--- src/hdl/glbcv_pkg.sv ---
// ----------------------------------------------------------------------------
// glbcv_pkg
// Constants and status codes for the GLB container validator.
// ----------------------------------------------------------------------------
package glbcv_pkg;

  typedef logic [3:0] status_t;

  localparam status_t ST_OK          = 4'd0;
  localparam status_t ST_SHORT_HDR   = 4'd1;
  localparam status_t ST_BAD_MAGIC   = 4'd2;
  localparam status_t ST_BAD_VERSION = 4'd3;
  localparam status_t ST_BAD_LENGTH  = 4'd4;
  localparam status_t ST_CHDR_OOB    = 4'd5;
  localparam status_t ST_MISALIGNED  = 4'd6;
  localparam status_t ST_DATA_OOB    = 4'd7;
  localparam status_t ST_JSON_FIRST  = 4'd8;
  localparam status_t ST_DUP_JSON    = 4'd9;
  localparam status_t ST_DUP_BIN     = 4'd10;
  localparam status_t ST_NO_JSON     = 4'd11;

  localparam logic [31:0] GLB_MAGIC   = 32'h4654_6C67;
  localparam logic [31:0] GLB_VERSION = 32'd2;
  localparam logic [31:0] TYPE_JSON   = 32'h4E4F_534A;
  localparam logic [31:0] TYPE_BIN    = 32'h004E_4942;

  localparam int unsigned GLB_HEADER   = 12;
  localparam int unsigned CHUNK_HEADER = 8;
  localparam int unsigned LEN_LAST     = 3;   // last byte of chunk length word
  localparam int unsigned KIND_LAST    = 7;   // last byte of chunk type word
  localparam int unsigned MAGIC_LAST   = 3;
  localparam int unsigned VERSION_LAST = 7;
  localparam int unsigned DECL_LAST    = 11;
  localparam int unsigned VERSION_OFF  = 4;
  localparam int unsigned LENGTH_OFF   = 8;

endpackage

--- src/hdl/glb_container_validator.sv ---
// ----------------------------------------------------------------------------
// glb_container_validator
// Framing check of a GLB container streamed one byte per item.
// ----------------------------------------------------------------------------
// Input channel: byte_valid/byte_ready carry data_byte and last_byte; one byte
// of the buffer per item, last_byte set on the final byte.
// Output channel: result_valid/result_ready carry one result per buffer, with
// status, error_offset, total_length and the JSON/BIN data ranges.
// Each byte is processed in the cycle it is accepted: header words are shifted
// in little-endian, chunk headers are closed and checked on their type byte.
// The result is registered and shows in the cycle after the final byte is
// accepted. Throughput: one byte per cycle while byte_ready is high, set by
// the chunk walk update (one add and compare against the declared length).
// A stalled result holds the output register; bytes keep being accepted while
// the result register is empty or being taken in the same cycle.
// Reset clears the walk state (next chunk at offset 12) and drops any result.
// After the final byte the walk state returns to its reset values.
// ----------------------------------------------------------------------------
module glb_container_validator (
  input  logic                   clk,
  input  logic                   rst,
  input  logic                   byte_valid,
  output logic                   byte_ready,
  input  logic [7:0]             data_byte,
  input  logic                   last_byte,
  output logic                   result_valid,
  input  logic                   result_ready,
  output glbcv_pkg::status_t     status,
  output logic [31:0]            error_offset,
  output logic [31:0]            total_length,
  output logic [31:0]            json_offset,
  output logic [31:0]            json_length,
  output logic                   bin_present,
  output logic [31:0]            bin_offset,
  output logic [31:0]            bin_length
);
  import glbcv_pkg::*;

  // walk state
  logic [32:0] byte_count, byte_count_next;
  logic [31:0] word_shift, word_shift_next;
  logic        magic_ok, magic_ok_next;
  logic        version_ok, version_ok_next;
  logic [31:0] declared_len, declared_len_next;
  logic [32:0] chunk_start, chunk_start_next;
  logic [31:0] chunk_len, chunk_len_next;
  logic        seen_json, seen_json_next;
  logic        seen_bin, seen_bin_next;
  logic        is_first_chunk, is_first_chunk_next;
  status_t     pending_error, pending_error_next;
  logic [31:0] pending_offset, pending_offset_next;
  logic [31:0] json_off, json_off_next, json_len, json_len_next;
  logic [31:0] bin_off, bin_off_next, bin_len, bin_len_next;

  logic        accept;
  logic        in_walk, hdr_oob, at_len, at_kind;
  logic [33:0] payload_start, data_end;
  status_t     close_err, res_status;
  logic [31:0] res_eoff;
  logic        short_hdr;

  assign accept     = byte_valid && byte_ready;
  assign byte_ready = !result_valid || result_ready;

  assign payload_start = {1'b0, chunk_start} + 34'(CHUNK_HEADER);
  assign data_end   = payload_start + {2'b0, chunk_len};
  assign in_walk    = (byte_count >= 33'(GLB_HEADER)) &&
                      (byte_count < {1'b0, declared_len}) &&
                      (pending_error == ST_OK);
  assign hdr_oob    = in_walk && (byte_count == chunk_start) &&
                      (payload_start > {2'b0, declared_len});
  assign at_len     = {1'b0, byte_count} == ({1'b0, chunk_start} + 34'(LEN_LAST));
  assign at_kind    = {1'b0, byte_count} == ({1'b0, chunk_start} + 34'(KIND_LAST));

  // checks done when the chunk type word is complete
  always_comb begin
    priority if (chunk_len[1:0] != 2'b00) begin
      close_err = ST_MISALIGNED;
    end else if (data_end > {2'b0, declared_len}) begin
      close_err = ST_DATA_OOB;
    end else if (word_shift_next == TYPE_JSON) begin
      close_err = !is_first_chunk ? ST_JSON_FIRST :
                  seen_json       ? ST_DUP_JSON   : ST_OK;
    end else if (word_shift_next == TYPE_BIN) begin
      close_err = is_first_chunk ? ST_JSON_FIRST :
                  seen_bin       ? ST_DUP_BIN    : ST_OK;
    end else begin
      close_err = is_first_chunk ? ST_JSON_FIRST : ST_OK;
    end
  end

  always_comb begin
    byte_count_next     = (byte_count == '1) ? byte_count : byte_count + 33'd1;
    word_shift_next     = {data_byte, word_shift[31:8]};
    magic_ok_next       = magic_ok;
    version_ok_next     = version_ok;
    declared_len_next   = declared_len;
    chunk_start_next    = chunk_start;
    chunk_len_next      = chunk_len;
    seen_json_next      = seen_json;
    seen_bin_next       = seen_bin;
    is_first_chunk_next = is_first_chunk;
    pending_error_next  = pending_error;
    pending_offset_next = pending_offset;
    json_off_next       = json_off;
    json_len_next       = json_len;
    bin_off_next        = bin_off;
    bin_len_next        = bin_len;

    if (byte_count == 33'(MAGIC_LAST)) begin
      magic_ok_next = (word_shift_next == GLB_MAGIC);
    end else if (byte_count == 33'(VERSION_LAST)) begin
      version_ok_next = (word_shift_next == GLB_VERSION);
    end else if (byte_count == 33'(DECL_LAST)) begin
      declared_len_next = word_shift_next;
    end

    if (hdr_oob) begin
      pending_error_next  = ST_CHDR_OOB;
      pending_offset_next = chunk_start[31:0];
    end else if (in_walk && at_len) begin
      chunk_len_next = word_shift_next;
    end else if (in_walk && at_kind) begin
      if (close_err != ST_OK) begin
        pending_error_next  = close_err;
        pending_offset_next = chunk_start[31:0];
      end else begin
        if (word_shift_next == TYPE_JSON) begin
          seen_json_next = 1'b1;
          json_off_next  = payload_start[31:0];
          json_len_next  = chunk_len;
        end else if (word_shift_next == TYPE_BIN) begin
          seen_bin_next = 1'b1;
          bin_off_next  = payload_start[31:0];
          bin_len_next  = chunk_len;
        end
        chunk_start_next    = data_end[32:0];
        is_first_chunk_next = 1'b0;
      end
    end
  end

  // final status in check order
  assign short_hdr = byte_count_next < 33'(GLB_HEADER);

  always_comb begin
    res_eoff = '0;
    priority if (short_hdr) begin
      res_status = ST_SHORT_HDR;
    end else if (!magic_ok_next) begin
      res_status = ST_BAD_MAGIC;
    end else if (!version_ok_next) begin
      res_status = ST_BAD_VERSION;
      res_eoff   = 32'(VERSION_OFF);
    end else if ((declared_len_next < 32'(GLB_HEADER)) ||
                 ({1'b0, declared_len_next} > byte_count_next)) begin
      res_status = ST_BAD_LENGTH;
      res_eoff   = 32'(LENGTH_OFF);
    end else if (pending_error_next != ST_OK) begin
      res_status = pending_error_next;
      res_eoff   = pending_offset_next;
    end else if (!seen_json_next) begin
      res_status = ST_NO_JSON;
    end else begin
      res_status = ST_OK;
    end
  end

  always_ff @(posedge clk) begin
    if (rst) begin
      byte_count     <= '0;
      word_shift     <= '0;
      magic_ok       <= 1'b0;
      version_ok     <= 1'b0;
      declared_len   <= '0;
      chunk_start    <= 33'(GLB_HEADER);
      chunk_len      <= '0;
      seen_json      <= 1'b0;
      seen_bin       <= 1'b0;
      is_first_chunk <= 1'b1;
      pending_error  <= ST_OK;
      pending_offset <= '0;
      json_off       <= '0;
      json_len       <= '0;
      bin_off        <= '0;
      bin_len        <= '0;
    end else if (accept) begin
      if (last_byte) begin
        byte_count     <= '0;
        word_shift     <= '0;
        magic_ok       <= 1'b0;
        version_ok     <= 1'b0;
        declared_len   <= '0;
        chunk_start    <= 33'(GLB_HEADER);
        chunk_len      <= '0;
        seen_json      <= 1'b0;
        seen_bin       <= 1'b0;
        is_first_chunk <= 1'b1;
        pending_error  <= ST_OK;
        pending_offset <= '0;
        json_off       <= '0;
        json_len       <= '0;
        bin_off        <= '0;
        bin_len        <= '0;
      end else begin
        byte_count     <= byte_count_next;
        word_shift     <= word_shift_next;
        magic_ok       <= magic_ok_next;
        version_ok     <= version_ok_next;
        declared_len   <= declared_len_next;
        chunk_start    <= chunk_start_next;
        chunk_len      <= chunk_len_next;
        seen_json      <= seen_json_next;
        seen_bin       <= seen_bin_next;
        is_first_chunk <= is_first_chunk_next;
        pending_error  <= pending_error_next;
        pending_offset <= pending_offset_next;
        json_off       <= json_off_next;
        json_len       <= json_len_next;
        bin_off        <= bin_off_next;
        bin_len        <= bin_len_next;
      end
    end
  end

  // result register
  always_ff @(posedge clk) begin
    if (rst) begin
      result_valid <= 1'b0;
    end else if (accept && last_byte) begin
      result_valid <= 1'b1;
    end else if (result_ready) begin
      result_valid <= 1'b0;
    end
  end

  always_ff @(posedge clk) begin
    if (accept && last_byte) begin
      status       <= res_status;
      error_offset <= res_eoff;
      total_length <= short_hdr ? '0 : declared_len_next;
      if (res_status == ST_OK) begin
        json_offset <= json_off_next;
        json_length <= json_len_next;
        bin_present <= seen_bin_next;
        bin_offset  <= bin_off_next;
        bin_length  <= bin_len_next;
      end else begin
        json_offset <= '0;
        json_length <= '0;
        bin_present <= 1'b0;
        bin_offset  <= '0;
        bin_length  <= '0;
      end
    end
  end

endmodule

--- config.mk ---
export PLATFORM = sky130hd
export DESIGN_NAME = glb_container_validator
export DESIGN_NICKNAME = d
export VERILOG_FILES = /design/src/hdl/glbcv_pkg.sv /design/src/hdl/glb_container_validator.sv
export SDC_FILE = /design/constraint.sdc
export NUM_CORES = 1
export LEC_CHECK = 0
export ABC_AREA = 1
export BUFFER_PORTS_ARGS = -buffer_cell sky130_fd_sc_hd__clkbuf_2
export CAP_MARGIN = 20
export CORE_MARGIN = 2
export CORE_UTILIZATION = 40
export CTS_BUF_LIST = sky130_fd_sc_hd__clkbuf_2 sky130_fd_sc_hd__clkbuf_4 sky130_fd_sc_hd__clkbuf_8
export CTS_CLUSTER_DIAMETER = 200
export DETAILED_ROUTE_END_ITERATION = 8
export GPL_TIMING_DRIVEN = 1
export HOLD_SLACK_MARGIN = 0.03
export SLEW_MARGIN = 20
export SYNTH_ARGS = -nofsm -noshare
export SYNTH_HDL_FRONTEND = slang
export SYNTH_SLANG_ARGS = --single-unit
--- constraint.sdc ---
create_clock -name clk -period 30.5 [get_ports clk]
set_clock_uncertainty 0.1 [all_clocks]
set_input_delay 1.525 -clock clk [delete_from_list [all_inputs] [get_ports clk]]
set_output_delay 1.525 -clock clk [all_outputs]
set_load 0.02 [all_outputs]
==> metrics.yaml <==
detailed_routing:
  drt-vias-per-instance: 5.28
  dr.pass1.iters: 8
  routed_wl_um: 115000
  post_drt_wl_per_cell_um: 21.1
  drt_iter0_markers: 2562
  detail-route-antenna-nets: 0
  drc: 0
  vias: 28700
clocking:
  insertion_delay_ns: 0.74
  cts_root_buf: "clkbuf_8"
  clock_sinks: 521
  hold_buffers: 0
  cts_tree: "built"
  cts-buffers-inserted: 93
  path_clk_slew_ns: 0.06
  cts_max_level: 3
  clockBufferDepth: 3
  cts_setup_buffers: 0
  cts_resized: 0
global_routing:
  grt_pass1_wl_um: 171000
  grt_max_degree: 96
  antenna_found_initial: 2
  grt.total_usage: 0.276
  grt_pass1_vias: 27200
  overflow: 0
cells_and_area:
  layout_commonest_cell: "nand2_1"
  fin_cells: 5439
  nets: 4487
  utilization: 0.450
  top_regs: "byte_count (33), chunk_start (33)"
  area_growth_pct: 11.3
  drive_gt1_frac: 0.160
  mostFrequentLayoutCells: "nand2_1 (978), inv_1 (485), nor2_1 (386)"
logic_synthesis:
  synth_area_um2: 31900
  yosysSeqAreaShare: 0.389
  synth-xor-area-share: 0.0413
  ys_ff_latch: 521
  syn_nets: 4358
  ys_warn_count: 0
  synth-simple-area-share: 0.284
  synthCells: 4180
  synth_top_family_by_area: "simple AND/OR/NAND/NOR gates"
  async_flop_share: 0
  synth_edf_count: 197
  synth_fa_ha_area_frac: 0.0649
  synth.distinct_cells: 68
  synth_compound_area_frac: 0.124
  muxShareOfSynthArea: 0.00439
  dominantRegCellSynth: "dfxtp_1"
  avgSynthCellArea_um2: 7.63
placement:
  globalplace.congestion: 1.04
  detailed_place_hpwl_um: 86600
  io_buffers: 211
  dp_cells: 5262
floorplanning:
  num_io_pins: 212
  die_h_um: 286
  die_w_um: 286
  die_area_um2: 82100
  core_area_um2: 79000
  initial_core_util: 0.404
  num_rows: 103
power:
  power_mw: 1.54
  power_leakage_nw: 13.9
  p_per_area_nw_per_um2: 43.3
  ir_worst_vdd_mv: 0.0316
sta:
  fin_crit_ns: 8.93
  hold_ws_ns: 0.361
  hold_viol: 0
  slew_headroom: 0.274
  tns_ns: 0
  fmax_mhz: 112
  post-route-period-util: 0.293
  rsz0062_at_grt: "no"
  final_max_slew_viol_count: 0
  setup_viol: 0
  tightest_slew_ns: 1.09
setup_path:
  arrival_ns: 9.36
  criticalPathCategory: "register to register"
  cp_slowest_cell: "clkinv_2"
  startpoint_type: "register"
  worstPathRequired_ns: 30.93
  cp_common_cell: "nand2_1"
  critPathMaxStageDelay_ns: 0.95
  critPathCaptureType: "register"
  worstPathMaxFanout: 75
status:
  outcome: "finished, final reports clean"
run:
  drv_cap: 0
min_path:
  holdCritPathClass: "register to register"
-- per-stage QoR --
stage | setup slack, ns | cell area [um2]
2_1_floorplan | 18.20 | 31900
3_3_place_gp | 21.45 | 33500
3_5_place_dp | 21.35 | 33500
4_1_cts | 21.31 | 35500
5_1_grt | 20.92 | 35500
6_report | 21.57 | 35500
-- power breakdown --
group,internal [mW],switching (mW),total (mW)
clock,0.391,0.315,0.706
combinational,0.0193,0.0706,0.0899
sequential,0.734,0.00838,0.742
total,1.14,0.394,1.54
-- cell type report --
| class | instances | area [um2] |
|---|---|---|
| Multi-Input combinational cell | 2956 | 16600 |
| Clock buffer | 149 | 1780 |
| Timing Repair Buffer | 235 | 1290 |
| Clock inverter | 23 | 243 |
| Fill cell | 8067 | 43500 |
| Antenna cell | 3 | 7.51 |
| Sequential cell | 521 | 12400 |
| Tap cell | 1050 | 1310 |
| Inverter | 502 | 1890 |
-- path summary, 6_finish.rpt --
check	start	endpoint	slack [ns]	cells after the start
worst min-delay path	pending_offset[19]	pending_offset[19]	0.36	2
worst min register to register	pending_offset[19]	pending_offset[19]	0.36	2
worst max-delay path	chunk_start[3]	bin_off[8]	21.57	38
worst max register to register	chunk_start[3]	bin_off[8]	21.57	38
-- kinds of logic (layout without fill, tap and decap cells) --
logic type,Yosys count,count (layout)
and+or+nand+nor,1914,1914
AOI/OAI and AO/OA,714,714
buffers and inverters,703,909
DFF,521,521
adders and majority gates,165,165
xor gates and xnor gates,149,149
muxes,14,14
other,0,3
-- routing by layer --
layer	track usage	share of wire	vias up
met4	0.132	0.051	2
met1	0.362	0.43	13500
met5	0	0.00011	-
met2	0.439	0.45	1045
met3	0.0483	0.067	272
li1	-	-	13900
-- worst max-delay path, delay by kind of cell (launching register included) --
family                   cells  cell delay [ns]
XOR/XNOR                     2             0.61
buffers and inverters        5             1.88
adder cells (fa/ha/maj)      3             1.13
AND/OR/NAND/NOR             22             2.68
flip-flops                   1             0.64
AO/OA/AOI/OAI                6             1.63
-- synth_stat cells (7+ instances only) --
cell type | number | area share
o21ai_1 | 60 | 0.0094
nand3_1 | 117 | 0.018
clkbuf_2 | 7 | 0.0011
nor2_4 | 110 | 0.039
nand3b_1 | 7 | 0.0016
o22ai_1 | 71 | 0.014
buf_1 | 8 | 0.00094
ha_1 | 164 | 0.064
nand4_1 | 69 | 0.014
inv_2 | 11 | 0.0013
clkbuf_1 | 127 | 0.015
a21o_1 | 8 | 0.0019
dfxtp_1 | 324 | 0.20
nor2_2 | 15 | 0.0029
xnor2_1 | 31 | 0.0085
or2_2 | 70 | 0.014
edfxtp_1 | 197 | 0.19
buf_12 | 11 | 0.0069
o21ai_2 | 46 | 0.013
nand2_1 | 981 | 0.12
a21oi_1 | 354 | 0.056
nor2_1 | 388 | 0.046
inv_1 | 486 | 0.057
xor2_1 | 117 | 0.032
or2_1 | 18 | 0.0035
nand2_2 | 16 | 0.0031
nor4_1 | 42 | 0.0082
nor3_1 | 47 | 0.0074
mux2i_1 | 14 | 0.0044
buf_2 | 36 | 0.0056
o21ai_0 | 141 | 0.022
No activity file was read; power rests on OpenSTA's default activity.
